### config.mk
export PLATFORM = sky130hd
export DESIGN_NAME = framed_packet_decoder_core
export DESIGN_NICKNAME = d
export VERILOG_FILES = /design/src/hw/rtl/fpd_pkg.sv /design/src/hw/rtl/framed_packet_decoder_core.sv /design/src/hw/rtl/fpd_cfg_regs.sv /design/src/hw/rtl/fpd_step.sv
export VERILOG_INCLUDE_DIRS = /design/src /design/src/hw/rtl
export SDC_FILE = /design/constraint.sdc
export NUM_CORES = 1
export LEC_CHECK = 0
export ABC_AREA = 1
export BUFFER_PORTS_ARGS = -buffer_cell sky130_fd_sc_hd__buf_4
export CAP_MARGIN = 5
export CELL_PAD_IN_SITES_DETAIL_PLACEMENT = 0
export CELL_PAD_IN_SITES_GLOBAL_PLACEMENT = 1
export CORE_ASPECT_RATIO = 1.2
export CORE_MARGIN = 1
export CORE_UTILIZATION = 40
export CTS_BUF_LIST = sky130_fd_sc_hd__clkbuf_16
export CTS_CLUSTER_DIAMETER = 150
export DETAILED_ROUTE_END_ITERATION = 8
export GPL_TIMING_DRIVEN = 1
export PLACE_DENSITY = 0.79
export SLEW_MARGIN = 20
export SYNTH_ARGS = -nofsm -noshare
export SYNTH_HDL_FRONTEND = slang
export SYNTH_SLANG_ARGS = --single-unit
### constraint.sdc
create_clock -name clk_i -period 4.8 [get_ports clk_i]
set_input_delay 0.48 -clock clk_i [delete_from_list [all_inputs] [get_ports clk_i]]
set_output_delay 0.48 -clock clk_i [all_outputs]
set_load 0.02 [all_outputs]
### src/hw/rtl/assert_macros.svh
// assertion macros used by the decoder core
`ifndef ASSERT_MACROS_SVH
`define ASSERT_MACROS_SVH

`ifndef ASSERT_OFF
// property must hold at every rising clock edge outside reset
`define ASSERT_PROP(label, clk, rst_n, prop) \
  label: assert property (@(posedge clk) disable iff (!rst_n) prop) \
    else $error("%m: assertion failed");
// condition must never be true outside reset
`define ASSERT_NEVER(label, clk, rst_n, cond) \
  label: assert property (@(posedge clk) disable iff (!rst_n) !(cond)) \
    else $error("%m: forbidden condition seen");
`else
`define ASSERT_PROP(label, clk, rst_n, prop)
`define ASSERT_NEVER(label, clk, rst_n, cond)
`endif

`endif

### src/hw/rtl/fpd_pkg.sv
// types and constants of the framed packet decoder
package fpd_pkg;

  // parser phases
  localparam logic [2:0] PH_HUNT  = 3'd0;
  localparam logic [2:0] PH_CMD   = 3'd1;
  localparam logic [2:0] PH_LEN   = 3'd2;
  localparam logic [2:0] PH_CHECK = 3'd3;
  localparam logic [2:0] PH_DATA  = 3'd4;
  localparam logic [2:0] PH_END   = 3'd5;

  // result kinds
  localparam logic [2:0] KIND_TEXT     = 3'd0;
  localparam logic [2:0] KIND_PAYLOAD  = 3'd1;
  localparam logic [2:0] KIND_OK       = 3'd2;
  localparam logic [2:0] KIND_MISMATCH = 3'd3;
  localparam logic [2:0] KIND_NO_END   = 3'd4;

  // configuration register indexes
  localparam logic [1:0] REG_SYNC_FIRST  = 2'd0;
  localparam logic [1:0] REG_SYNC_SECOND = 2'd1;
  localparam logic [1:0] REG_END_MARKER  = 2'd2;

  localparam logic [7:0] SYNC_FIRST_RST  = 8'hC0;
  localparam logic [7:0] SYNC_SECOND_RST = 8'hFE;
  localparam logic [7:0] END_MARKER_RST  = 8'hED;

  localparam logic [7:0] SEED_LOW  = 8'h12;
  localparam logic [7:0] SEED_HIGH = 8'h34;
  localparam logic [8:0] MODULUS   = 9'd255;

  localparam logic [7:0] RX_CHECK0_RST = 8'd1;
  localparam logic [7:0] RX_CHECK1_RST = 8'd2;

  typedef struct packed {
    logic [7:0] sync_first;
    logic [7:0] sync_second;
    logic [7:0] end_marker;
  } fpd_cfg_t;

  typedef struct packed {
    logic [2:0] phase;
    logic [7:0] held_byte;
    logic [7:0] older_byte;
    logic [1:0] fill_count;
    logic [7:0] cmd_reg;
    logic [7:0] len_reg;
    logic [7:0] position;
    logic [7:0] rx_check0;
    logic [7:0] rx_check1;
    logic [7:0] sum_low;
    logic [7:0] sum_high;
  } fpd_state_t;

  typedef struct packed {
    logic [2:0] kind;
    logic [7:0] cmd_code;
    logic [7:0] pay_length;
    logic [7:0] byte_index;
    logic [7:0] byte_value;
  } fpd_result_t;

endpackage

### src/hw/rtl/framed_packet_decoder_core.sv
// framed packet decoder top level: input register, parser step, result register
// a result reaches the outputs through the input register, then the result register
// throughput: one byte per cycle from the combinational parser step; a stalled result
//   register holds the input register, so input stalls follow output stalls at once
// reset: asynchronous, active low; parser hunts for sync, sums at their seeds,
//   sync pattern c0 fe and end marker ed, both registers empty
`include "assert_macros.svh"

module framed_packet_decoder_core (
  input  logic       clk_i,
  input  logic       rst_ni,
  // configuration write port
  input  logic       cfg_we_i,
  input  logic [1:0] cfg_idx_i,
  input  logic [7:0] cfg_data_i,
  // received byte channel
  input  logic       in_valid_i,
  output logic       in_stall_o,
  input  logic [7:0] rx_byte_i,
  // result channel
  output logic       out_valid_o,
  input  logic       out_stall_i,
  output logic [2:0] kind_o,
  output logic [7:0] cmd_code_o,
  output logic [7:0] pay_length_o,
  output logic [7:0] byte_index_o,
  output logic [7:0] byte_value_o
);
  import fpd_pkg::*;

  fpd_cfg_t    cfg;
  fpd_state_t  state_q, state_d;
  fpd_result_t res_d, res_q;
  logic        res_valid_d;

  logic        in_valid_q;
  logic [7:0]  in_byte_q;
  logic        out_valid_q;
  logic        advance;

  // registered sync pattern and end marker
  fpd_cfg_regs u_cfg (
    .clk_i      (clk_i),
    .rst_ni     (rst_ni),
    .cfg_we_i   (cfg_we_i),
    .cfg_idx_i  (cfg_idx_i),
    .cfg_data_i (cfg_data_i),
    .cfg_o      (cfg)
  );

  // the byte in the input register moves on when the result slot is free or
  // being emptied this cycle; a byte with no result still waits for the slot
  assign advance    = in_valid_q && (!out_valid_q || !out_stall_i);
  assign in_stall_o = in_valid_q && !advance;

  // input register
  always_ff @(posedge clk_i or negedge rst_ni) begin
    if (!rst_ni) begin
      in_valid_q <= 1'b0;
    end else if (in_valid_i && !in_stall_o) begin
      in_valid_q <= 1'b1;
    end else if (advance) begin
      in_valid_q <= 1'b0;
    end
  end

  always_ff @(posedge clk_i) begin
    if (in_valid_i && !in_stall_o) begin
      in_byte_q <= rx_byte_i;
    end
  end

  // parser step on the registered byte
  fpd_step u_step (
    .cfg_i       (cfg),
    .cur_i       (state_q),
    .byte_i      (in_byte_q),
    .nxt_o       (state_d),
    .res_valid_o (res_valid_d),
    .res_o       (res_d)
  );

  // parser state, updated once per byte
  always_ff @(posedge clk_i or negedge rst_ni) begin
    if (!rst_ni) begin
      state_q.phase      <= PH_HUNT;
      state_q.held_byte  <= '0;
      state_q.older_byte <= '0;
      state_q.fill_count <= '0;
      state_q.cmd_reg    <= '0;
      state_q.len_reg    <= '0;
      state_q.position   <= '0;
      state_q.rx_check0  <= RX_CHECK0_RST;
      state_q.rx_check1  <= RX_CHECK1_RST;
      state_q.sum_low    <= SEED_LOW;
      state_q.sum_high   <= SEED_HIGH;
    end else if (advance) begin
      state_q <= state_d;
    end
  end

  // result register
  always_ff @(posedge clk_i or negedge rst_ni) begin
    if (!rst_ni) begin
      out_valid_q <= 1'b0;
    end else if (advance) begin
      out_valid_q <= res_valid_d;
    end else if (!out_stall_i) begin
      out_valid_q <= 1'b0;
    end
  end

  always_ff @(posedge clk_i) begin
    if (advance && res_valid_d) begin
      res_q <= res_d;
    end
  end

  assign out_valid_o  = out_valid_q;
  assign kind_o       = res_q.kind;
  assign cmd_code_o   = res_q.cmd_code;
  assign pay_length_o = res_q.pay_length;
  assign byte_index_o = res_q.byte_index;
  assign byte_value_o = res_q.byte_value;

  // a byte taken at the end marker always leaves a status item behind
  `ASSERT_PROP(a_end_gives_status, clk_i, rst_ni,
               (advance && state_q.phase == PH_END) |=> out_valid_q)
  // payload phase only continues or moves to the end marker
  `ASSERT_PROP(a_data_exit, clk_i, rst_ni,
               (advance && state_q.phase == PH_DATA) |=>
               (state_q.phase == PH_DATA || state_q.phase == PH_END))
  // hunt fill count saturates at two
  `ASSERT_NEVER(a_fill_range, clk_i, rst_ni, state_q.fill_count == 2'd3)
  // result kinds stay within the defined codes
  `ASSERT_NEVER(a_kind_range, clk_i, rst_ni, out_valid_q && res_q.kind > KIND_NO_END)

endmodule

### src/hw/rtl/fpd_cfg_regs.sv
// configuration registers: sync pattern and end marker
module fpd_cfg_regs (
  input  logic              clk_i,
  input  logic              rst_ni,
  input  logic              cfg_we_i,
  input  logic [1:0]        cfg_idx_i,
  input  logic [7:0]        cfg_data_i,
  output fpd_pkg::fpd_cfg_t cfg_o
);
  import fpd_pkg::*;

  fpd_cfg_t cfg_q;

  always_ff @(posedge clk_i or negedge rst_ni) begin
    if (!rst_ni) begin
      cfg_q.sync_first  <= SYNC_FIRST_RST;
      cfg_q.sync_second <= SYNC_SECOND_RST;
      cfg_q.end_marker  <= END_MARKER_RST;
    end else if (cfg_we_i) begin
      unique case (cfg_idx_i)
        REG_SYNC_FIRST:  cfg_q.sync_first  <= cfg_data_i;
        REG_SYNC_SECOND: cfg_q.sync_second <= cfg_data_i;
        REG_END_MARKER:  cfg_q.end_marker  <= cfg_data_i;
        default: ;
      endcase
    end
  end

  assign cfg_o = cfg_q;

endmodule

### src/hw/rtl/fpd_step.sv
// per-byte parser step: next state and optional result
module fpd_step (
  input  fpd_pkg::fpd_cfg_t    cfg_i,
  input  fpd_pkg::fpd_state_t  cur_i,
  input  logic [7:0]           byte_i,
  output fpd_pkg::fpd_state_t  nxt_o,
  output logic                 res_valid_o,
  output fpd_pkg::fpd_result_t res_o
);
  import fpd_pkg::*;

  function automatic logic [7:0] add_mod255(input logic [7:0] a, input logic [7:0] b);
    logic [8:0] s;
    s = {1'b0, a} + {1'b0, b};
    if (s >= MODULUS) s = s - MODULUS;
    return s[7:0];
  endfunction

  logic [7:0] lo_base, hi_base, lo_new, hi_new;
  logic [8:0] pos_inc;

  // one shared fletcher step; command phase restarts from the seeds
  assign lo_base = (cur_i.phase == PH_CMD) ? SEED_LOW  : cur_i.sum_low;
  assign hi_base = (cur_i.phase == PH_CMD) ? SEED_HIGH : cur_i.sum_high;
  assign lo_new  = add_mod255(lo_base, byte_i);
  assign hi_new  = add_mod255(hi_base, lo_new);
  assign pos_inc = {1'b0, cur_i.position} + 9'd1;

  always_comb begin
    nxt_o       = cur_i;
    res_valid_o = 1'b0;
    res_o       = '0;
    unique case (cur_i.phase)
      PH_HUNT: begin
        if (cur_i.fill_count < 2'd2) begin
          nxt_o.fill_count = cur_i.fill_count + 2'd1;
        end else begin
          res_valid_o      = 1'b1;
          res_o.kind       = KIND_TEXT;
          res_o.byte_value = cur_i.older_byte;
        end
        nxt_o.older_byte = cur_i.held_byte;
        nxt_o.held_byte  = byte_i;
        if (cur_i.held_byte == cfg_i.sync_first && byte_i == cfg_i.sync_second) begin
          nxt_o.phase = PH_CMD;
        end
      end
      PH_CMD: begin
        nxt_o.cmd_reg  = byte_i;
        nxt_o.sum_low  = lo_new;
        nxt_o.sum_high = hi_new;
        nxt_o.phase    = PH_LEN;
      end
      PH_LEN: begin
        nxt_o.len_reg  = byte_i;
        nxt_o.position = '0;
        nxt_o.sum_low  = lo_new;
        nxt_o.sum_high = hi_new;
        nxt_o.phase    = PH_CHECK;
      end
      PH_CHECK: begin
        if (cur_i.position[0]) begin
          nxt_o.rx_check1 = byte_i;
          nxt_o.position  = '0;
          nxt_o.phase     = PH_DATA;
        end else begin
          nxt_o.rx_check0 = byte_i;
          nxt_o.position  = pos_inc[7:0];
        end
      end
      PH_DATA: begin
        res_valid_o      = 1'b1;
        res_o.kind       = KIND_PAYLOAD;
        res_o.cmd_code   = cur_i.cmd_reg;
        res_o.pay_length = cur_i.len_reg;
        res_o.byte_index = cur_i.position;
        res_o.byte_value = byte_i;
        nxt_o.sum_low    = lo_new;
        nxt_o.sum_high   = hi_new;
        nxt_o.position   = pos_inc[7:0];
        // zero length still takes one payload byte
        if (pos_inc >= {1'b0, cur_i.len_reg}) nxt_o.phase = PH_END;
      end
      PH_END: begin
        res_valid_o      = 1'b1;
        res_o.cmd_code   = cur_i.cmd_reg;
        res_o.pay_length = cur_i.len_reg;
        res_o.byte_index = cur_i.position;
        if (byte_i != cfg_i.end_marker) begin
          res_o.kind = KIND_NO_END;
        end else if (cur_i.rx_check0 == cur_i.sum_low &&
                     cur_i.rx_check1 == cur_i.sum_high) begin
          res_o.kind = KIND_OK;
        end else begin
          res_o.kind = KIND_MISMATCH;
        end
        nxt_o.phase      = PH_HUNT;
        nxt_o.fill_count = '0;
        nxt_o.older_byte = '0;
        nxt_o.position   = '0;
        nxt_o.rx_check0  = RX_CHECK0_RST;
        nxt_o.rx_check1  = RX_CHECK1_RST;
      end
      default: begin
        // unused phase: back to hunting, byte dropped
        nxt_o.phase      = PH_HUNT;
        nxt_o.fill_count = '0;
        nxt_o.older_byte = '0;
        nxt_o.position   = '0;
        nxt_o.rx_check0  = RX_CHECK0_RST;
        nxt_o.rx_check1  = RX_CHECK1_RST;
      end
    endcase
  end

endmodule

Word level (Yosys, flattened, before mapping) --
Index checks and enable logic that the tools add are counted.
Cells by class: reduce and logical (&&, ||, !) cells 32, multiplexer cells 26, magnitude comparators 4, bitwise operators 3, equal/unequal tests 18, add/sub/neg operators 6
Operator list (number):
- $mux W8 | 8
- $eq A8 B8 Y1 | 4
- $pmux W16 S2 | 1
- $pmux W8 S3 | 1
- $pmux W10 S2 | 1
- $add A8 B8 Y9 | 2
- $ge A9 B8 Y1 const B | 2
- $reduce_and A2 Y1 | 9
- $pmux W8 S2 | 1
- $sub A8 B8 Y8 const B | 2
- $pmux W3 S5 | 1
- $mux W3 | 4
- $add A8 B1 Y9 const B | 1
- $ge A9 B8 Y1 | 1
- $reduce_and A3 Y1 | 3
- $ne A2 B1 Y1 const B | 4
- $ne A8 B8 Y1 | 1
- $reduce_or A4 Y1 | 2
- $eq A3 B2 Y1 const B | 2
- $eq A3 B3 Y1 const B | 2
- $logic_and A1 B1 Y1 | 6
- $mux W1 | 6
- $pmux W3 S2 | 1
- $logic_not A1 Y1 | 4
- 16 further kinds | 20
Word-level totals: word-level logic and storage cells 111, bits of input ports 23, register bits 146, output and inout port bits 37

Logic depth before layout (Yosys ltp) --
depth in word-level cells 8, mapped depth 34, gate-level depth less buffers 34

Cells and area by module --
From an unflattened synthesis, not the netlist that was laid out.
Second synthesis, totals: cells, all modules 1187, area total of the unflattened synthesis 9228.9 sq um
By module, submodules not included:
- framed_packet_decoder_core | area each 4448.0 sq um, seq. area each 3276.9 sq um, cells each 389, instances 1
- fpd_step | area each 3711.1 sq um, seq. area each 0.0 sq um, cells each 691, instances 1
- fpd_cfg_regs | area each 1069.8 sq um, seq. area each 619.3 sq um, cells each 107, instances 1

Worst setup path after synthesis --
Ideal clock, no wire load.
kind register to register, start point register state_q[75] (netlist name), end point register state_q[0] (netlist name), path buffers 0, setup time 118 ps, path slack 207 ps, data required time 4682 ps, data arrival time 4475 ps, stages on the path, launching flop included 32, clock period less this slack 4593 ps, cell sequence dfrtp_1 -> nor2_1 -> inv_1 -> nor2_2 -> nor2_1 -> ha_1 -> inv_1 -> fa_1 -> inv_1 -> ha_1 -> inv_1 -> nor2_1 -> nand3_1 -> nor2_1 -> nand2_1 -> nand2_1 -> nand2_4 -> nand2_4 -> nand2_1 -> and2_1 -> ha_1 -> fa_1 -> ha_1 -> inv_1 -> nor2_1 -> nand3_1 -> nor2_1 -> nand4_2 -> nand3_2 -> nand2_1 -> nand3_1 -> nand2_1
On the way: longest elaborated chain between the ends 8, elaborated cells on any way between the ends 15, classes of those cells add/sub: 4; order compare: 2; eq/ne: 3; mux: 4; reduce/logical: 2
Ends and longest elaborated chain:
- from (decl) | line framed_packet_decoder_core.sv:32 | fpd_state_t state_q, state_d;
- from (signal assigned) | line framed_packet_decoder_core.sv:98 | state_q <= state_d;
- $eq A3 B1 Y1 (*) | line fpd_step.sv:23 | assign lo_base = (cur_i.phase == PH_CMD) ? SEED_LOW : cur_i.sum_low;
- $mux W8 (*) | line fpd_step.sv:23
- $add A8 B8 Y9 (*) | line fpd_step.sv:14 | s = {1'b0, a} + {1'b0, b};
- $sub A8 B8 Y8 or $ge A9 B8 Y1 (tied branches) | line fpd_step.sv:15 | if (s >= MODULUS) s = s - MODULUS;
- $mux W8 (*) | line fpd_step.sv:15
- named net u_step.lo_new[0] | line fpd_step.sv:19 | logic [7:0] lo_base, hi_base, lo_new, hi_new;
- $add A8 B8 Y9 (*) | line fpd_step.sv:14
- $sub A8 B8 Y8 or $ge A9 B8 Y1 (tied branches) | line fpd_step.sv:15
- $mux W8 (*) | line fpd_step.sv:15
The timed path passes the listed nets; every way through them passes the cells marked *. A chain may end at the register's enable or synchronous reset.

Final worst setup path --
start point register state_q[76] (netlist name), end point register state_q[5] (netlist name)
Same word-level chain as after synthesis.

==> results.md <==
* Slew Viols, Final at 0
* Post-synth EDFFs at between 40 and 50
* CP endpoint kind: flop
* Detailed Place HPWL at between 10000 and 15000 um
* Hold Slack at 0.06899 ns
* Rel. slew slack at 0.3554
* Core Region at between 15000 and 20000 sq um
* Synth Instances at slightly above 900
* Most used DFF post-synth: dfrtp_1
* Bufs and invs on worst path at 5
* Rows at 55
* IO Port Bufs at 59
* Vias per cell at 4.826
* Hold crit path type: input pin to async pin
* CTS tree: done
* Seq cells post-synth at ~150
* GPL Wtd Cong at about 0.8
* CP Max Fanout at 6
* Die extent in x at ~130 um
* Clock Sinks at 146
* Max_cap viols at 0
* Syn_nets at between 900 and 1000
* Layout cells sized above 1 at 0.2092
* H-tree Lvls at 4
* Worst Tran Pin Value at ~0.96 ns
* R2r startpoint: state_q[76]
* Ys Warns at 0
* GRT overflow at 0
* WL/cell at 14.11 um
* Total Routed Length at approximately 18000 um
* Worst path slowest cell: fa_1
* Inserted Clock Buffers at 17
* Clock Tree Buf Depth at 2
* Kind of cell adding the most delay to the critical path: simple AND/OR/NAND/NOR gates
* Initial DRC count at 372
* Clk_skew at around 0.014 ns
* Nets at between 1000 and 1500
* Hold Vio Cnt, Final at 0
* DRC at 0
* Worst-skew pair later-pin latency at about 0.43 ns
* Reg2reg end: state_q[5]
* CP Data Required Time at 5.16 ns
* TritonRoute pass-1 iters at 5
* Die footprint at approximately 20000 sq um
* Die Y at approximately 160 um
* First-pass GRT wire length at slightly below 30000 um
* Vias in the first global route at between 5000 and 6000
* Top post-synthesis cells by area: dfrtp_1, edfxtp_1, nand2_1, dfstp_2, inv_1
* Sequential-to-total area share from yosys stat at 0.4948
* Register-to-Register Path Depth at 32
* Status: completed
* Initial Util at 0.4131
* Synth area leader: dfrtp_1
* Async S/R FF share, synth at 0.7055
* IO Pins at 60
* Crit start category: flop
* Max incr delay on CP at 0.59 ns
* Final ANT Viol Nets at 0
* Fmax at about 0.22 GHz
* Initial antenna violation count at 0
* Final period util at 0.9480
* Setup CP Type: flop to flop
* Root Buffer: clkbuf_16
* Gr usage total at 0.1909
* Avg Cell Area, Syn at roughly 8.5 sq um
* Setup-failing EPs final at 0
* R2r setup slk at approximately 0.25 ns
* Vias at 6172
* Top-area cell type share of the netlist area at 0.2574
* Area grow syn2layout at 20.96%
* Post-synthesis cell type count at 50
* Largest net degree at the start of global routing at 55
* Cell Area, Synth at between 7000 and 8000 sq um
* Post-layout min period at 4.550 ns
* Critical path arrival at a little under 5 ns
* Diode count at 0
* CTS clock-pin slew for the worst setup and hold paths at ~0.070 ns
## cell usage in the layout (no fill, tap or decap), types with 17 or more instances in the layout
cell type,netlist,routed
inv_1,134,128
ha_1,28,21
xor2_1,22,21
clkbuf_16,0,17
edfxtp_1,43,43
nand2_1,226,220
o21ai_0,72,72
dfrtp_1,81,81
nand3_1,56,53
buf_4,0,78
dfstp_2,22,22
nand2_2,12,18
xnor2_1,17,17
nor2_1,82,74
## worst max path at each step
stage	from	endpoint	depth (start not counted)
5_1_grt	state_q[76]	state_q[4]	32
6_report	state_q[76]	state_q[5]	32
2_1_floorplan	state_q[75]	state_q[0]	31
3_5_place_dp	state_q[76]	state_q[1]	31
4_1_cts	state_q[76]	state_q[0]	31
3_3_place_gp	state_q[76]	state_q[0]	31
## worst reg2reg max path, delay by kind of cell (launching register included)
kind	cells	cell delay, ns
AND/OR/NAND/NOR	21	2.03
adder cells (fa/ha/maj)	6	1.77
flip-flops	1	0.41
buffers and inverters	5	0.29
## cells in the mapped netlist (all sizes together) (18+ instances only)
library cell,n
nand2,240
inv,137
nor2,91
dfrtp,81
o21ai,75
nand3,57
edfxtp,43
ha,28
dfstp,22
xor2,22
a21oi,21
xnor2,18
## metrics by stage
step | utilization | setup TNS (ns) | instances | cell area, sq um | worst slack [ns]
after floorplan | - | 0 | 926 | 7874 | 0.2073
final | 0.4996 | 0 | 1279 | 9524 | 0.2498
after detailed placement | 0.4547 | -0.1184 | 1238 | 8668 | -0.03134
after CTS | 0.4890 | 0 | 1271 | 9321 | 0.01810
after global placement | 0.4547 | 0 | 1238 | 8668 | 0.09923
after global routing | 0.4996 | -0.1603 | 1279 | 9524 | -0.03935
## routing by layer
layer,share of wire,GRT usage,vias to the layer above
met5,0,0,-
met4,0.015,0.06257,0
met3,0.030,0.03601,14
met2,0.49,0.3123,101
met1,0.47,0.2527,2902
li1,-,-,3155
## logic make-up (layout without fill, tap and decap cells)
kind of cell / Yosys count / in the layout / synth area share
adder cells (fa/ha/maj): 30 / 30 / 0.04958
buffers and inverters: 153 / 250 / 0.07421
XOR/XNOR: 40 / 40 / 0.04545
AND/OR/NAND/NOR: 431 / 431 / 0.2422
multiplexers: 4 / 4 / 0.005720
flip-flops: 146 / 146 / 0.4948
AO/OA/AOI/OAI: 122 / 122 / 0.08804
## registers in the layout (all words and copies together), names as in the netlist
| signal | flops |
|---|---|
| state_q | 77 |
| u_cfg.cfg_o | 24 |
| byte_index_o | 8 |
| byte_value_o | 8 |
| cmd_code_o | 8 |
| in_byte_q | 8 |
| pay_length_o | 8 |
| kind_o | 3 |
| in_valid_q | 1 |
| out_valid_o | 1 |
## area by class of cell
class / instances / area, sq um
Sequential cell: 146 / 3896
Fill cell: 1871 / 9538
Timing Repair Buffer: 80 / 608.1
Multi-Input combinational cell: 627 / 3551
Tap cell: 256 / 320.3
Clock inverter: 15 / 205.2
Clock buffer: 17 / 425.4
Inverter: 138 / 518.0
## timing repair
item                                    in CTS  in global routing
setup buffers                                1                  8
hold buffers                                 0                  0
endpoints found under the setup margin       6                  8
hold endpoints to repair                     0                  0
pin swaps                                    0                 19
resized for setup                            4                 41
Power is not shown: default switching activity piles up to over one toggle a cycle in this logic, so the estimate is an artifact.
